File: src/hdl/dhhp_pkg.sv
// Package for the diff hunk header parser.
// Holds the request and response payload types, character codes and sizes.
// No dependencies.
package dhhp_pkg;

   localparam int NUMBER_WIDTH_DEF = 24;
   localparam int FIELD_WIDTH      = 24;

   localparam logic [7:0] CH_GT    = 8'h3e;  // '>'
   localparam logic [7:0] CH_LT    = 8'h3c;  // '<'
   localparam logic [7:0] CH_DASH  = 8'h2d;  // '-'
   localparam logic [7:0] CH_DOT   = 8'h2e;  // '.'
   localparam logic [7:0] CH_COMMA = 8'h2c;  // ','
   localparam logic [7:0] CH_ZERO  = 8'h30;  // '0'
   localparam logic [7:0] CH_NINE  = 8'h39;  // '9'

   typedef struct packed {
      logic [7:0] character;
      logic       line_end;
   } req_type;

   typedef struct packed {
      logic                   is_command;
      logic [7:0]             command_char;
      logic [FIELD_WIDTH-1:0] left_from;
      logic [FIELD_WIDTH-1:0] left_to;
      logic [FIELD_WIDTH-1:0] right_from;
      logic [FIELD_WIDTH-1:0] right_to;
   } rsp_type;

endpackage

File: src/hdl/dhhp_dec_acc.sv
// Decimal digit accumulate: acc * 10 + digit, saturating at all ones.
// Depends on nothing beyond its parameter.
module dhhp_dec_acc #(
   parameter int NW = 24
) (
   input  logic [NW-1:0] acc,
   input  logic [3:0]    digit,
   output logic [NW-1:0] acc_next
);
   logic [NW+3:0] wide;
   logic [NW+3:0] prod;
   logic [NW+3:0] limit;

   assign wide     = {4'b0, acc};
   assign prod     = (wide << 3) + (wide << 1) + {{NW{1'b0}}, digit};
   assign limit    = {4'b0, {NW{1'b1}}};
   assign acc_next = (prod > limit) ? {NW{1'b1}} : prod[NW-1:0];
endmodule

File: src/hdl/dhhp_parse.sv
// Per-line parse state and next-state logic for the hunk header parser.
// Depends on dhhp_pkg and dhhp_dec_acc.
module dhhp_parse #(
   parameter int NUMBER_WIDTH = dhhp_pkg::NUMBER_WIDTH_DEF
) (
   input  logic              clock,
   input  logic              reset,
   input  logic              go,
   input  dhhp_pkg::req_type item,
   output dhhp_pkg::rsp_type result
);
   import dhhp_pkg::*;

   localparam int NW = NUMBER_WIDTH;

   localparam logic [2:0] PH_START   = 3'd0;
   localparam logic [2:0] PH_LFROM   = 3'd1;
   localparam logic [2:0] PH_LTO     = 3'd2;
   localparam logic [2:0] PH_RFROM   = 3'd3;
   localparam logic [2:0] PH_RTO     = 3'd4;
   localparam logic [2:0] PH_SKIP    = 3'd5;
   localparam logic [2:0] PH_CONTENT = 3'd6;

   logic [2:0]    phase_ff, phase_in, phase0;
   logic [NW-1:0] lf_ff, lf_in, lt_ff, lt_in, rf_ff, rf_in, rt_ff, rt_in;
   logic          lt_seen_ff, lt_seen_in, rt_seen_ff, rt_seen_in;
   logic [7:0]    held_ff, held_in;

   logic [7:0]    ch;
   logic          is_digit, is_content, cmd;
   logic [3:0]    dval;
   logic [NW-1:0] acc_sel, acc_new;
   logic [NW+FIELD_WIDTH-1:0] lf_x, lt_x, rf_x, rt_x;

   assign ch         = item.character;
   assign is_digit   = (ch >= CH_ZERO) && (ch <= CH_NINE);
   assign is_content = (ch == CH_GT) || (ch == CH_LT) || (ch == CH_DASH) || (ch == CH_DOT);
   // digit codes sit at 0x30..0x39, so the low nibble is the value
   assign dval       = ch[3:0];

   always_comb begin
      if (phase_ff == PH_START) begin
         phase0 = is_content ? PH_CONTENT : PH_LFROM;
      end else begin
         phase0 = phase_ff;
      end
   end

   always_comb begin
      case (phase0)
         PH_LTO:   acc_sel = lt_ff;
         PH_RFROM: acc_sel = rf_ff;
         PH_RTO:   acc_sel = rt_ff;
         default:  acc_sel = lf_ff;
      endcase
   end

   dhhp_dec_acc #(.NW(NW)) u_acc (
      .acc      (acc_sel),
      .digit    (dval),
      .acc_next (acc_new)
   );

   always_comb begin
      phase_in   = phase0;
      lf_in      = lf_ff;
      lt_in      = lt_ff;
      rf_in      = rf_ff;
      rt_in      = rt_ff;
      lt_seen_in = lt_seen_ff;
      rt_seen_in = rt_seen_ff;
      held_in    = held_ff;
      case (phase0)
         PH_LFROM: begin
            if (is_digit) begin
               lf_in = acc_new;
            end else if (ch == CH_COMMA) begin
               lt_seen_in = 1'b1;
               phase_in   = PH_LTO;
            end else begin
               held_in  = ch;
               phase_in = PH_RFROM;
            end
         end
         PH_LTO: begin
            if (is_digit) begin
               lt_in = acc_new;
            end else begin
               held_in  = ch;
               phase_in = PH_RFROM;
            end
         end
         PH_RFROM: begin
            if (is_digit) begin
               rf_in = acc_new;
            end else if (ch == CH_COMMA) begin
               rt_seen_in = 1'b1;
               phase_in   = PH_RTO;
            end else begin
               phase_in = PH_SKIP;
            end
         end
         PH_RTO: begin
            if (is_digit) begin
               rt_in = acc_new;
            end else begin
               phase_in = PH_SKIP;
            end
         end
         default: begin
            phase_in = phase0;
         end
      endcase
   end

   // command byte taken once the parse has moved into the right-hand side
   assign cmd = ((phase_in == PH_RFROM) || (phase_in == PH_RTO) || (phase_in == PH_SKIP))
                && (held_in != 8'd0);

   assign lf_x = {{FIELD_WIDTH{1'b0}}, lf_in};
   assign lt_x = {{FIELD_WIDTH{1'b0}}, (lt_seen_in ? lt_in : lf_in)};
   assign rf_x = {{FIELD_WIDTH{1'b0}}, rf_in};
   assign rt_x = {{FIELD_WIDTH{1'b0}}, (rt_seen_in ? rt_in : rf_in)};

   always_comb begin
      result.is_command   = cmd;
      result.command_char = cmd ? held_in : 8'd0;
      result.left_from    = cmd ? lf_x[FIELD_WIDTH-1:0] : '0;
      result.left_to      = cmd ? lt_x[FIELD_WIDTH-1:0] : '0;
      result.right_from   = cmd ? rf_x[FIELD_WIDTH-1:0] : '0;
      result.right_to     = cmd ? rt_x[FIELD_WIDTH-1:0] : '0;
   end

   always_ff @(posedge clock) begin
      if (reset || (go && item.line_end)) begin
         phase_ff   <= PH_START;
         lf_ff      <= '0;
         lt_ff      <= '0;
         rf_ff      <= '0;
         rt_ff      <= '0;
         lt_seen_ff <= 1'b0;
         rt_seen_ff <= 1'b0;
         held_ff    <= 8'd0;
      end else if (go) begin
         phase_ff   <= phase_in;
         lf_ff      <= lf_in;
         lt_ff      <= lt_in;
         rf_ff      <= rf_in;
         rt_ff      <= rt_in;
         lt_seen_ff <= lt_seen_in;
         rt_seen_ff <= rt_seen_in;
         held_ff    <= held_in;
      end
   end
endmodule

File: src/hdl/diff_hunk_header_parser.sv
// Diff hunk header parser, top level: input register, parser, response register.
// Depends on dhhp_pkg, dhhp_parse and dhhp_dec_acc.
//
// Usage:
//   The req channel carries one character of a diff output line per request,
//   newline included, with line_end set on the final character. The rsp
//   channel returns one response per line: the decoded A[,B]xC[,D] header,
//   or is_command = 0 for a content line.
//   Both channels use valid/stall; a request moves when valid is high and
//   stall is low.
//   Throughput: one character per cycle, sustained, while rsp is not stalled.
//   Response path: the response for a line becomes valid after the request
//   carrying line_end has passed the input register, then the response register.
//   Stall: while a response waits under rsp_stall, non-final characters keep
//   flowing; a final character waits in the input register, and req_stall
//   rises only once that register holds it.
//   Reset: synchronous; returns the parser to line start with all numbers
//   zero and empties both registers.
module diff_hunk_header_parser #(
   parameter int NUMBER_WIDTH = dhhp_pkg::NUMBER_WIDTH_DEF
) (
   input  logic              clock,
   input  logic              reset,
   input  logic              req_valid,
   output logic              req_stall,
   input  dhhp_pkg::req_type req_data,
   output logic              rsp_valid,
   input  logic              rsp_stall,
   output dhhp_pkg::rsp_type rsp_data
);
   import dhhp_pkg::*;

   logic    s1_valid_ff, s1_valid_in;
   req_type s1_data_ff;
   logic    s1_go, accept;
   logic    rsp_valid_ff, rsp_valid_in;
   rsp_type rsp_data_ff;
   rsp_type line_result;

   assign s1_go     = s1_valid_ff && (!s1_data_ff.line_end || !rsp_valid_ff || !rsp_stall);
   assign req_stall = s1_valid_ff && !s1_go;
   assign accept    = req_valid && !req_stall;

   assign s1_valid_in  = accept || (s1_valid_ff && !s1_go);
   assign rsp_valid_in = (s1_go && s1_data_ff.line_end) || (rsp_valid_ff && rsp_stall);

   dhhp_parse #(.NUMBER_WIDTH(NUMBER_WIDTH)) u_parse (
      .clock  (clock),
      .reset  (reset),
      .go     (s1_go),
      .item   (s1_data_ff),
      .result (line_result)
   );

   always_ff @(posedge clock) begin
      if (reset) begin
         s1_valid_ff  <= 1'b0;
         rsp_valid_ff <= 1'b0;
      end else begin
         s1_valid_ff  <= s1_valid_in;
         rsp_valid_ff <= rsp_valid_in;
      end
   end

   always_ff @(posedge clock) begin
      if (accept) begin
         s1_data_ff <= req_data;
      end
      if (s1_go && s1_data_ff.line_end) begin
         rsp_data_ff <= line_result;
      end
   end

   assign rsp_valid = rsp_valid_ff;
   assign rsp_data  = rsp_data_ff;
endmodule
File: config.mk
export PLATFORM = sky130hd
export DESIGN_NAME = diff_hunk_header_parser
export DESIGN_NICKNAME = d
export VERILOG_FILES = /design/src/hdl/dhhp_pkg.sv /design/src/hdl/dhhp_dec_acc.sv /design/src/hdl/dhhp_parse.sv /design/src/hdl/diff_hunk_header_parser.sv
export SDC_FILE = /design/constraint.sdc
export NUM_CORES = 1
export LEC_CHECK = 0
export BUFFER_PORTS_ARGS = -buffer_cell sky130_fd_sc_hd__buf_2
export CELL_PAD_IN_SITES_DETAIL_PLACEMENT = 1
export CELL_PAD_IN_SITES_GLOBAL_PLACEMENT = 1
export CORE_MARGIN = 3
export CORE_UTILIZATION = 46
export DETAILED_ROUTE_END_ITERATION = 10
export PLACE_DENSITY_LB_ADDON = 0.1
export SYNTH_ARGS = -nofsm -noshare
export SYNTH_HDL_FRONTEND = slang
export SYNTH_SLANG_ARGS = --single-unit
File: constraint.sdc
create_clock -name clock -period 5.7 [get_ports clock]
set_input_delay 0.855 -clock clock [delete_from_list [all_inputs] [get_ports clock]]
set_output_delay 0.855 -clock clock [all_outputs]
set_load 0.02 [all_outputs]
# After elaboration in Yosys (flattened, before gate mapping)
# Index checks and enable logic that the tools add are counted.
word_totals:
  regBits: 225
  inputBits: 13
  wordCells: 90
classes:
  add_sub_neg: 2
  magnitude_cmp: 3
  eq_ne: 12
  n_mux: 31
  n_reduce_logical: 24
ops:
  columns: ["cell", "count"]
  rows:
  - ["$mux 24", 11]
  - ["$pmux 24 s3", 1]
  - ["$eq 8x6->1 const B", 5]
  - ["$add 27x25->28", 1]
  - ["$add 28x4->28", 1]
  - ["$gt 28x24->1 const B", 1]
  - ["$mux 8", 3]
  - ["$mux 3", 6]
  - ["$pmux 8 s2", 1]
  - ["$pmux 3 s4", 1]
  - ["$logic_or 1x1->1", 10]
  - ["$eq 3x2->1 const B", 3]
  - ["$eq 3x3->1 const B", 3]
  - ["$ge 8x6->1 const B", 1]
  - ["$le 8x6->1 const B", 1]
  - ["$mux 1", 8]
  - ["$reduce_bool 8->1", 1]
  - ["$logic_and 1x1->1", 7]
  - ["$logic_not 1->1", 5]
  - ["$eq 3x1->1 const B", 1]
  - ["$logic_not 3->1", 1]

# Depth between registers and ports, before layout
# Gate-level depths: netlist of the first run.
logic_depth:
  depth_word: 15
  ltp_mapped: 20

# Modules after synthesis
# Synthesis of the first run repeated with hierarchy kept, for this count alone.
unflattened:
  cells_unflattened: 1278
  hier_area_um2: 12499.5
by_module_without_submodules:
  columns: ["mod", "instances", "cells_per_inst", "area_per_inst_um2", "seq_area_each_um2"]
  rows:
  - ["dhhp_parse", 1, 906, 7111.8, 2182.1]
  - ["diff_hunk_header_parser", 1, 127, 3515.9, 3463.3]
  - ["dhhp_dec_acc", 1, 245, 1871.8, 0.0]

# Worst setup path before layout of the first run
# Ideal clock, no wire load.
synth_timing:
  kind: "input to register"
  start: "in rsp_stall"
  end: "reg u_parse.lt_ff[0]"
  setup_ns: 0.137
  arrival_ns: 4.422
  path_slack_ns: 1.140
  path_stages: 6
  cell_sequence: "nand3_1 -> and3_1 -> or2_1 -> clkbuf_1 -> clkbuf_1 -> a211oi_1"
synth_via:
  elab_chain_len: 5
synth_rtl:
  columns: ["element", "line", "source"]
  rows:
  - ["start: declaration", "diff_hunk_header_parser.sv:28", "input logic rsp_stall,"]
  - ["$logic_not 1->1 *", "diff_hunk_header_parser.sv:40", "assign s1_go = s1_valid_ff && (!s1_data_ff.line_end || !rsp_valid_ff || !rsp_stall);"]
  - ["$logic_or 1x1->1 *", "diff_hunk_header_parser.sv:40", null]
  - ["$logic_and 1x1->1 *", "diff_hunk_header_parser.sv:40", null]
  - ["$logic_and 1x1->1", "dhhp_parse.sv:135", "if (reset || (go && item.line_end)) begin"]
  - ["$logic_or 1x1->1", "dhhp_parse.sv:135", null]
  - ["end signal: assignment", "dhhp_parse.sv:147", "lt_ff <= lt_in;"]
  - ["end: declaration", "dhhp_parse.sv:25", "logic [NW-1:0] lf_ff, lf_in, lt_ff, lt_in, rf_ff, rf_in, rt_ff, rt_in;"]
# Mark *: on every way between the ends. The rest lies on a longest branch, timed or not.
# A chain may end at the register's enable or synchronous reset.

# Final worst setup path of the first run
layout_timing:
  start: "reg u_parse.phase_ff[0]"
  end: "reg rsp_data_ff, in the netlist rsp_data[47] (data pin)"
layout_via:
  elab_chain_len: 10
  word_cells_on_any_way: 26
  cone_classes: "add/sub: 2; order compare: 1; eq/ne: 7; mux: 11; reduce/logical: 5"
layout_rtl:
  columns: ["element", "line", "source"]
  rows:
  - ["start: declaration", "dhhp_parse.sv:24", "logic [2:0] phase_ff, phase_in, phase0;"]
  - ["start signal: assignment", "dhhp_parse.sv:145", "phase_ff <= phase_in;"]
  - ["$logic_not 3->1", "dhhp_parse.sv:42", "if (phase_ff == PH_START) begin"]
  - ["$mux 3 *", "dhhp_parse.sv:42", null]
  - ["$eq 3x3->1 or $eq 3x2->1 (tied branches)", "dhhp_parse.sv:50, dhhp_parse.sv:73", null]
  - ["$pmux 24 s3", "dhhp_parse.sv:50", "case (phase0)"]
  - ["$add 27x25->28", "dhhp_dec_acc.sv:15", "assign prod = (wide << 3) + (wide << 1) + {{NW{1'b0}}, digit};"]
  - ["$add 28x4->28", "dhhp_dec_acc.sv:15", null]
  - ["$gt 28x24->1", "dhhp_dec_acc.sv:17", "assign acc_next = (prod > limit) ? {NW{1'b1}} : prod[NW-1:0];"]
  - ["$mux 24", "dhhp_dec_acc.sv:17", null]
  - ["$mux 24", "dhhp_parse.sv:94", "if (is_digit) begin"]
  - ["$mux 24", "dhhp_parse.sv:73", "case (phase0)"]
  - ["end signal: assignment", "diff_hunk_header_parser.sv:70", "rsp_data_ff <= line_result;"]
  - ["end: declaration", "diff_hunk_header_parser.sv:37", "rsp_type rsp_data_ff;"]
# Marks and branches as above.

==> flow_summary_export.csv, run 1 <==
group,metric,value,unit
outcome,outcome,"finished, final reports clean",
worst_setup_path,required,5.95,ns
floorplanning,fp.dieH,165,um
hold_path,min_to,"u_parse.held_ff[7]",
global_routing,grt_pass1_vias,10242,
yosys,synth_top_area_share,29.4,%
yosys,synth_cell_type_count,78,
timing,fin_setup_tns,0,ns
worst_setup_path,cp-end-kind,"flop",
clock_tree,root_buffer,"clkbuf_16",
worst_setup_path,regToRegStartpoint,"u_parse.phase_ff[0]",
global_routing,grt-ovfl-total,0,
floorplanning,ios,120,
hold_path,whs_path_depth,2,
worst_setup_path,critPathMaxStageDelay,0.71,ns
yosys,ys_warn_count,0,
worst_setup_path,cp_num_buf_inv,2,
yosys,synthCells,1215,
timing,finalMaxSlewViolations,0,
worst_setup_path,cp_max_fo,19,
pwr,power_density,295,nW/um^2
worst_setup_path,startpoint,"u_parse.phase_ff[0]",
yosys,ys.flop_type,"edfxtp_1",
layout,multi_input_area,5580,sq um
route,ant_nets,0,
timing,period_share,93.1,%
layout,nets,1358,
route,drc,0,
route,drt_iter0_drc,734,
layout,fillCellCount,2823,
worst_setup_path,crit_family,"compound AO/OA/AOI/OAI gates",
worst_setup_path,worstPathCellList,"buf_4 -> mux2i_1 -> nor2_1 -> a221o_1 -> ha_1 -> ha_1 -> o21ai_0 -> a21oi_1 -> a21oi_1 -> nand3_1 -> a211oi_4 -> and3_1 -> buf_4 -> and2_1 -> a211oi_1",
yosys,netlist.top_cell.by_area,"edfxtp_1",
yosys,synth_edf_count,114,
timing,setup_viol,0,
clock_tree,insertion_delay,0.53,ns
yosys,ys_ff_latch,225,
route,vias_per_cell,6.14,
floorplanning,die_w,165,um
layout,layout.cells.non_filler,1640,
clock_tree,cts_max_path_buffers,3,
route,wl_per_cell,24.1,um
place,portBuffers,119,
yosys,synth_area_leaders,"edfxtp_1 (29%), dfxtp_1 (19%), nor2_1 (8.5%)",
worst_setup_path,r2r_end,"rsp_data[47]",
clock_tree,cts_tree,"done",
layout,final_common_cell,"nor2_1",
clock_tree,cts.sinks,225,
place,gp_congestion,0.915,
timing,rsz0062_at_grt,"no",
floorplanning,die_area,27300,sq um
hold_path,hold_path_class,"reg2reg",
route,wirelength,39600,um
clock_tree,cts_hold_buf,0,
yosys,synth_fp_nets,1277,
layout,final_cell_mix,"nor2_1 (262), buf_2 (119), edfxtp_1 (114), dfxtp_1 (110), a211oi_1 (97)",
global_routing,antenna_found_initial,1,
layout,layout-drive-gt1-share,18.2,%
floorplanning,core-area,24600,sq um
layout,area_growth,14.5,%
hold_path,worstHoldStart,"u_parse.held_ff[7]",
clock_tree,post_cts_resized,0,
global_routing,grt_usage,28.7,%
layout,register_area,5650,sq um
worst_setup_path,crit_path_start_kind,"flop",
worst_setup_path,critPathArrivalTime,5.55,ns
pwr,peakVddDrop,0.000222,V
global_routing,grt_max_degree,61,
timing,worst_slew_pin_slew,1.04,ns
timing,final_hold_viol_count,0,
clock_tree,cts_buffers,25,
route,drt_pre_antenna_iters,5,
worst_setup_path,slowest_stage,"dfxtp_2",
pwr,leakagePower,4.98,nW
run,maxCapViolations,0,
timing,min_period,5.31,ns
clock_tree,cts_setup_buffers,0,
worst_setup_path,crit_type,"reg2reg",
yosys,synthArstFlopShare,0,%
clock_tree,cts_htree_levels,1,
worst_setup_path,rrSetupSlack,0.39,ns
yosys,seq_area_frac_synth,48.4,%
clock_tree,cts.clk_slew.worst_paths,0.06,ns
timing,fmax,188,MHz
place,place_inst,1593,
worst_setup_path,r2r_cells,15,
route,route.vias.total,10069,
global_routing,grt_pass1_wl,60300,um
timing,clock_skew,0.0108,ns
place,dp_hpwl,28400,um
timing,max_slew_margin,30.5,%
floorplanning,rows,57,
yosys,syn_area,11700,sq um
floorplanning,start_util,47.4,%
yosys,avgSynthCellArea,9.59,sq um
## registers in the layout, indices dropped and copies added (netlist names)
signal and flops:
rsp_valid 1, s1_valid_ff 1, u_parse.rt_ff 24, u_parse.lt_seen_ff 1
u_parse.rf_ff 24, u_parse.phase_ff 3, u_parse.lt_ff 24, s1_data_ff 9
u_parse.held_ff 8, u_parse.rt_seen_ff 1, rsp_data 105, u_parse.lf_ff 24
## kinds of logic (layout without fill, tap and decap cells)
family | after synthesis | after routing | synth area share, %
AOI/OAI and AO/OA | 368 | 368 | 22.4
adders and majority gates | 49 | 49 | 5.39
buffers and inverters | 105 | 205 | 4.04
xor gates and xnor gates | 16 | 16 | 1.20
other | 0 | 1 | 0
DFF | 225 | 225 | 48.4
muxes | 33 | 33 | 2.93
and+or+nand+nor | 419 | 419 | 15.7
## cell type report
cell class              instances  share of cell area (%)
clock inverters                12                    1.25
repair buffers                143                    5.81
well taps                     324                    3.04
flip-flops and latches        225                    42.3
multi-input cells             885                    41.8
diodes                          1                  0.0188
clock buffers                  34                    5.27
inverters                      16                   0.450
## metrics by stage
step	setup WS, ns	total power [mW]	hold WS [ns]	util [%]	cell area (sq um)
final	0.395	3.94	0.474	54.2	13300
after floorplan	1.14	2.10	0.436	-	11700
after global routing	0.178	4.07	0.494	54.2	13300
after global placement	0.747	2.24	0.443	50.7	12500
after CTS	0.535	3.95	0.477	54.2	13300
after detailed placement	0.606	2.24	0.469	50.7	12500
## worst register-to-register path, stage by stage, from the launching register on
cell and delay, ns:
dfxtp_2 0.71, buf_4 0.42, mux2i_1 0.25, nor2_1 0.06
a221o_1 0.31, ha_1 0.29, ha_1 0.38, o21ai_0 0.30
a21oi_1 0.16, a21oi_1 0.34, nand3_1 0.19, a211oi_4 0.34
and3_1 0.63, buf_4 0.29, and2_1 0.24, a211oi_1 0.12
## Yosys cell counts (11+ instances only)
library cell	count
nor2_1	265
edfxtp_1	114
dfxtp_1	111
a211oi_1	97
clkbuf_1	68
a21oi_1	63
nand2_1	55
o21ai_0	48
ha_1	47
o22ai_1	37
mux2i_1	27
nor3_1	23
o221a_2	17
a31oi_1	15
and2_1	15
inv_1	15
buf_4	13
and3_1	11
nand3_1	11
## report_power, final
part | leakage [nW] | total [mW] | switching, mW | internal, mW
combinational | 2.57 | 0.463 | 0.325 | 0.137
sequential | 1.98 | 1.75 | 0.0248 | 1.73
clock | 0.429 | 1.72 | 0.677 | 1.05
total | 4.98 | 3.94 | 1.03 | 2.91
## worst max path at each step
stage / endpoint / depth (start not counted)
finish: rsp_data[47] / 15
global route: rsp_data[11] / 16
CTS: rsp_data[47] / 15
detailed placement: rsp_data[47] / 15
global placement: rsp_data[11] / 15
floorplan: u_parse.lt_ff[0] / 6
## per-layer routing
layer | share of wire (%) | global-route usage [%] | up-vias
met3 | 4.1 | 3.87 | 95
met2 | 51 | 50.6 | 265
met4 | 4.6 | 11.8 | 2
li1 | - | - | 4699
met5 | 0.018 | 0 | -
met1 | 41 | 35.4 | 5008
(Power assumes the default switching activity.)
==> inputs of run 2 (changes only) <==
--- a/config.mk
+++ b/config.mk
@@ -12,6 +12,7 @@
 export CORE_UTILIZATION = 46
 export DETAILED_ROUTE_END_ITERATION = 10
 export PLACE_DENSITY_LB_ADDON = 0.1
+export REMOVE_ABC_BUFFERS = 1
 export SYNTH_ARGS = -nofsm -noshare
 export SYNTH_HDL_FRONTEND = slang
 export SYNTH_SLANG_ARGS = --single-unit
==> flow_summary_export.csv, run 2 (synthesis gave the netlist of run 1 again) <==
group,metric,value,unit
clock_tree,cts_buffers,25,
clock_tree,cts_setup_buffers,0,
global_routing,grt-ovfl-total,0,
clock_tree,cts_hold_buf,0,
floorplanning,die_w,165,um
route,drc,0,
global_routing,use_met2,45.8,%
route,route.vias.total,10078,
layout,area_growth,15.1,%
floorplanning,fp.dieH,165,um
run,maxCapViolations,0,
clock_tree,insertion_delay,0.52,ns
global_routing,grt_usage,26.7,%
timing,setup_viol,0,
global_routing,busiest_layer,"met2",
pwr,intPower,2.87,mW
place,place_inst,1602,
hold_path,min_to,"u_parse.held_ff[7]",
pwr,power_density,289,nW/um^2
hold_path,whs_path_depth,2,
worst_setup_path,slowest_stage,"dfxtp_1",
route,ant_nets,0,
worst_setup_path,rrSetupSlack,0.95,ns
layout,post-route-util,54.5,%
hold_path,worstHoldStart,"u_parse.held_ff[7]",
timing,finalMaxSlewViolations,0,
timing,min_period,4.75,ns
clock_tree,cts_max_path_buffers,3,
hold_path,hold_path_class,"reg2reg",
timing,clock_skew,0.00876,ns
route,drt_pre_antenna_iters,5,
route,drt_iter0_drc,861,
timing,rsz0062_at_grt,"no",
timing,whs,0.478,ns
route,wl_per_cell,22.2,um
pwr,peakVddDrop,0.000257,V
floorplanning,die_area,27300,sq um
pwr,power_frac_comb,12.0,%
layout,largest_reg_flops,105,
floorplanning,core-area,24600,sq um
timing,worst_slew_pin_slew,1.05,ns
place,place_area,12600,sq um
worst_setup_path,cp-end-kind,"flop",
global_routing,use_met1,35.5,%
route,wirelength,36600,um
pwr,seq_power_share,45.1,%
layout,diodes,0,
timing,max_slew_margin,29.8,%
worst_setup_path,r2r_cells,16,
layout,fin_area,13400,sq um
worst_setup_path,critPathMaxStageDelay,0.60,ns
pwr,p_total,3.88,mW
worst_setup_path,critPathArrivalTime,4.98,ns
worst_setup_path,crit_path_start_kind,"flop",
clock_tree,cts.sinks,225,
timing,fmax,211,MHz
place,gp_congestion,0.940,
clock_tree,cts_tree,"done",
floorplanning,start_util,47.4,%
floorplanning,rows,57,
layout,final_common_cell,"nor2_1",
pwr,leakagePower,5.01,nW
place,portBuffers,119,
route,vias_per_cell,6.12,
pwr,p_sw,1.01,mW
timing,fin_ws,0.954,ns
worst_setup_path,required,5.93,ns
global_routing,grt_pass1_vias,10390,
clock_tree,post_cts_resized,0,
clock_tree,cts.clk_slew.worst_paths,0.06,ns
floorplanning,ios,120,
place,preCtsSetupSlack,1.00,ns
worst_setup_path,cp_max_fo,26,
pwr,switching_share,26.0,%
outcome,outcome,"finished, final reports clean",
worst_setup_path,regToRegStartpoint,"u_parse.phase_ff[1]",
worst_setup_path,worstPathCellList,"nor2b_1 -> buf_4 -> nand2_1 -> o221a_2 -> fa_1 -> inv_1 -> fa_1 -> nand2b_1 -> a21oi_1 -> o21a_1 -> o21ai_0 -> nand3_1 -> and3_1 -> buf_4 -> and2_1 -> a211oi_1",
clock_tree,root_buffer,"clkbuf_16",
pwr,p_clk_share,42.9,%
global_routing,grt_pass1_wl,57600,um
timing,period_share,83.3,%
global_routing,antenna_found_initial,0,
layout,final_cell_mix,"nor2_1 (261), buf_2 (119), edfxtp_1 (114), dfxtp_1 (110), a211oi_1 (97)",
clock_tree,cts_htree_levels,1,
timing,fin_setup_tns,0,ns
layout,layout.cells.non_filler,1647,
global_routing,use_met3,3.19,%
global_routing,grt_max_degree,94,
layout,layout-drive-gt1-share,18.9,%
worst_setup_path,r2r_end,"rsp_data[47]",
layout,nets,1367,
place,dp_hpwl,24200,um
timing,final_hold_viol_count,0,
worst_setup_path,crit_type,"reg2reg",
-- run 2: layout make-up --
class                   instances  area [sq um]
well taps                     324           405
inverters                      16          60.1
clock inverters                12           148
fillers                      2794         11200
flip-flops and latches        225          5650
multi-input cells             885          5610
repair buffers                152           856
clock buffers                  33           696
-- run 2: power by group through the flow --
stage | combinational, mW | sequential [mW] | clock [mW]
final | 0.465 | 1.75 | 1.66
after global routing | 0.507 | 1.75 | 1.75
after CTS | 0.463 | 1.75 | 1.69
after detailed placement | 0.461 | 1.78 | 0
after global placement | 0.450 | 1.78 | 0
after floorplan | 0.270 | 1.81 | 0
-- run 2: critical path: cells and delay by family, from the launching register on --
kind	cells	cell delay (ns)
AOI/OAI and AO/OA	5	0.88
adders and majority gates	2	0.96
buffers and inverters	3	0.71
DFF	1	0.60
and+or+nand+nor	6	1.28
-- run 2: layer usage --
metal,wire length (um),share of wire (%),vias up
met2,17600,48,272
met5,0,0,-
met4,986,2.7,0
met3,1740,4.7,72
li1,-,-,4705
met1,16300,45,5029
-- run 2: worst max-delay path by stage --
stage / end / from
after detailed placement: rsp_data[47] / u_parse.phase_ff[1]
after CTS: rsp_data[47] / u_parse.phase_ff[1]
after global routing: rsp_data[47] / u_parse.phase_ff[1]
final: rsp_data[47] / u_parse.phase_ff[1]
after floorplan: rsp_data[47] / u_parse.phase_ff[0]
after global placement: rsp_data[47] / u_parse.phase_ff[0]
==> inputs of run 3 (changes only) <==
--- a/config.mk
+++ b/config.mk
@@ -5,11 +5,12 @@
 export SDC_FILE = /design/constraint.sdc
 export NUM_CORES = 1
 export LEC_CHECK = 0
+export ABC_AREA = 1
 export BUFFER_PORTS_ARGS = -buffer_cell sky130_fd_sc_hd__buf_2
 export CELL_PAD_IN_SITES_DETAIL_PLACEMENT = 1
 export CELL_PAD_IN_SITES_GLOBAL_PLACEMENT = 1
 export CORE_MARGIN = 3
-export CORE_UTILIZATION = 46
+export CORE_UTILIZATION = 44
 export DETAILED_ROUTE_END_ITERATION = 10
 export PLACE_DENSITY_LB_ADDON = 0.1
 export REMOVE_ABC_BUFFERS = 1
==> constraint.sdc (replaced) <==
create_clock -name clock -period 4.5 [get_ports clock]
set_input_delay 0.675 -clock clock [delete_from_list [all_inputs] [get_ports clock]]
set_output_delay 0.675 -clock clock [all_outputs]
set_load 0.02 [all_outputs]
==> flow_summary_export.csv, run 3 <==
group,metric,value,unit
timing,max_slew_margin,29.2,%
yosys,synth_top_area_share,26.4,%
pwr,p_total,6.19,mW
route,drc,0,
layout,fillCellCount,3650,
yosys,ys.flop_type,"edfxtp_1",
worst_setup_path,worstPathCellList,"inv_1 -> nor3_4 -> buf_4 -> a211oi_1 -> a21oi_1 -> buf_4 -> ha_1 -> ha_1 -> nand2_1 -> nand2_1 -> inv_1 -> o21bai_1 -> a21oi_1 -> nand3_1 -> nand2_1 -> nand2_1 -> nor2_4 -> buf_4 -> buf_12 -> nand4_1 -> nand2_1 -> nand2_1 -> nand2_1 -> nor2_1",
layout,final_common_cell,"nand2_1",
floorplanning,start_util,44.9,%
worst_setup_path,crit_top_cell,"nand2_1",
worst_setup_path,critPathArrivalTime,4.58,ns
place,place_area,14100,sq um
route,route.vias.total,12756,
timing,final_hold_viol_count,0,
layout,multi_input_area,6400,sq um
clock_tree,cts.sinks,225,
route,wirelength,44000,um
worst_setup_path,crit_type,"reg2reg",
timing,finalMaxSlewViolations,0,
layout,nets,1909,
clock_tree,cts.clk_slew.worst_paths,0.06,ns
worst_setup_path,r2r_cells,24,
worst_setup_path,cp_num_buf_inv,6,
timing,period_share,95.3,%
yosys,synth_common_cells,"nand2_1 (447), a21oi_1 (193), inv_1 (172), nor2_1 (164), o21ai_0 (128)",
timing,setup_viol,0,
floorplanning,ios,120,
yosys,seq_area_frac_synth,43.5,%
global_routing,grt_pass1_wl,68400,um
global_routing,grt_max_degree,108,
yosys,avgSynthCellArea,7.41,sq um
layout,layout-drive-gt1-share,16.0,%
worst_setup_path,regToRegStartpoint,"u_parse.phase_ff[1]",
yosys,netlist.top_cell.by_area,"edfxtp_1",
place,dp_hpwl,27800,um
timing,worst_slew_pin_slew,1.06,ns
place,gp_congestion,0.939,
timing,fmax,233,MHz
yosys,synthArstFlopShare,0,%
yosys,ys_warn_count,0,
route,drt_pre_antenna_iters,7,
worst_setup_path,r2r_end,"rsp_data[12]",
place,portBuffers,119,
worst_setup_path,cp_max_fo,25,
global_routing,antenna_found_initial,0,
yosys,syn_area,13000,sq um
clock_tree,cts_max_path_buffers,3,
global_routing,grt_usage,26.8,%
floorplanning,rows,62,
worst_setup_path,cp-end-kind,"flop",
layout,largest_reg_flops,105,
floorplanning,fp.dieH,178,um
worst_setup_path,required,4.80,ns
clock_tree,insertion_delay,0.55,ns
yosys,synth_edf_count,114,
yosys,yosysMostFrequentCell,"nand2_1",
clock_tree,root_buffer,"clkbuf_16",
floorplanning,core-area,28900,sq um
hold_path,whs_path_depth,2,
hold_path,hold_path_class,"in2reg",
pwr,peakVddDrop,0.000317,V
timing,clock_skew,0.00955,ns
hold_path,worstHoldStart,"reset",
clock_tree,cts_htree_levels,1,
hold_path,min_to,"s1_valid_ff",
floorplanning,die_w,178,um
yosys,synthCells,1750,
worst_setup_path,crit_family,"simple AND/OR/NAND/NOR gates",
yosys,synth_cell_type_count,36,
outcome,outcome,"finished, final reports clean",
yosys,synth_area_leaders,"edfxtp_1 (26%), dfxtp_1 (17%), nand2_1 (13%)",
global_routing,grt-ovfl-total,0,
run,maxCapViolations,0,
pwr,leakagePower,7.07,nW
route,ant_nets,0,
layout,fin_area,15200,sq um
layout,register_area,5650,sq um
pwr,power_density,406,nW/um^2
worst_setup_path,slowest_stage,"dfxtp_4",
global_routing,grt_pass1_vias,12995,
clock_tree,cts_buffers,27,
route,wl_per_cell,19.5,um
layout,area_growth,17.6,%
layout,final_cell_mix,"nand2_1 (435), a21oi_1 (176), inv_1 (169), nor2_1 (157), o21ai_0 (126)",
route,drt_iter0_drc,968,
floorplanning,die_area,31600,sq um
clock_tree,cts_tree,"done",
timing,min_period,4.29,ns
route,vias_per_cell,5.67,
yosys,ys_ff_latch,225,
worst_setup_path,crit_path_start_kind,"flop",
worst_setup_path,critPathMaxStageDelay,0.39,ns
worst_setup_path,rrSetupSlack,0.21,ns
## run 3: cell count changes in the layout (fill, tap and decap cells not counted), sizes merged, moves of 17 or more
cell / change
a211oi: -80
a21oi: +131
and2: -18
inv: +161
mux2i: -27
nand2: +393
nand3: +28
nand4: +97
nor2: -99
nor3: -20
o21ai: +80
o221a: -17
or2: +25
## run 3: how the worst max path moves through the flow
stage,endpoint,start,depth (start not counted)
2_1_floorplan,rsp_data[48],u_parse.phase_ff[1],20
3_3_place_gp,rsp_data[14],u_parse.phase_ff[2],20
3_5_place_dp,rsp_data[14],u_parse.phase_ff[2],22
4_1_cts,rsp_data[21],u_parse.phase_ff[2],24
5_1_grt,rsp_data[52],u_parse.phase_ff[1],23
6_report,rsp_data[12],u_parse.phase_ff[1],24
## run 3: repair_timing
action	4_1_cts	5_1_grt
resized for setup	0	50
setup buffers	0	7
hold buffers	0	0
setup endpoints to repair	0	192
endpoints found under the hold margin	0	0
## run 3: per-layer routing
layer  routed length (um)  global-route usage [%]
met5                    0                       0
met4                 1030                    7.10
met3                 2470                    4.30
met2                20800                    45.4
met1                19700                    35.6
## run 3: cell type report
type                       count  share of cell area, %
clock buffer                  38                   4.90
timing repair buffer         172                   7.76
multi-input combinational   1243                   42.0
sequential                   225                   37.1
tap                          384                   3.15
antenna                        1                 0.0164
inverter                     178                   4.42
clock inverter                10                  0.657
## run 3: worst reg2reg max path, cell delays in order, from the launching register on
cell and delay, ns:
dfxtp_4 0.39, inv_1 0.10, nor3_4 0.30, buf_4 0.34, a211oi_1 0.12, a21oi_1 0.19
buf_4 0.18, ha_1 0.24, ha_1 0.36, nand2_1 0.11, nand2_1 0.07, inv_1 0.07
o21bai_1 0.06, a21oi_1 0.24, nand3_1 0.13, nand2_1 0.07, nand2_1 0.08, nor2_4 0.17
buf_4 0.15, buf_12 0.16, nand4_1 0.13, nand2_1 0.14, nand2_1 0.08, nand2_1 0.10
nor2_1 0.04
## run 3: cells by family (layout without fill, tap and decap cells)
kind of cell	Yosys count	in the layout	share of synthesized area, %
compound gates	380	380	15.6
xor+xnor	15	15	1.01
fa+ha+maj	49	49	4.85
buf+inv	282	398	8.53
flops	225	225	43.5
other cells	0	1	0
simple gates	799	799	26.5
## run 3: power by group
group / internal (mW) / total (mW) / switching, mW
clock: 1.26 / 2.15 / 0.892
sequential: 2.26 / 2.32 / 0.0510
combinational: 0.543 / 1.72 / 1.18
## run 3: per-stage QoR
step           setup TNS (ns)  util (%)  hold slack (ns)  setup WS, ns  std cells
2_1_floorplan         -822.64         -            0.440         -3.32       1646
3_3_place_gp                0      48.8            0.468         0.141       2191
3_5_place_dp                0      48.8            0.476        0.0559       2191
4_1_cts                     0      51.7            0.279        0.0204       2239
5_1_grt                 -1.18      52.8            0.281       -0.0601       2250
6_report                    0      52.8            0.295         0.213       2251
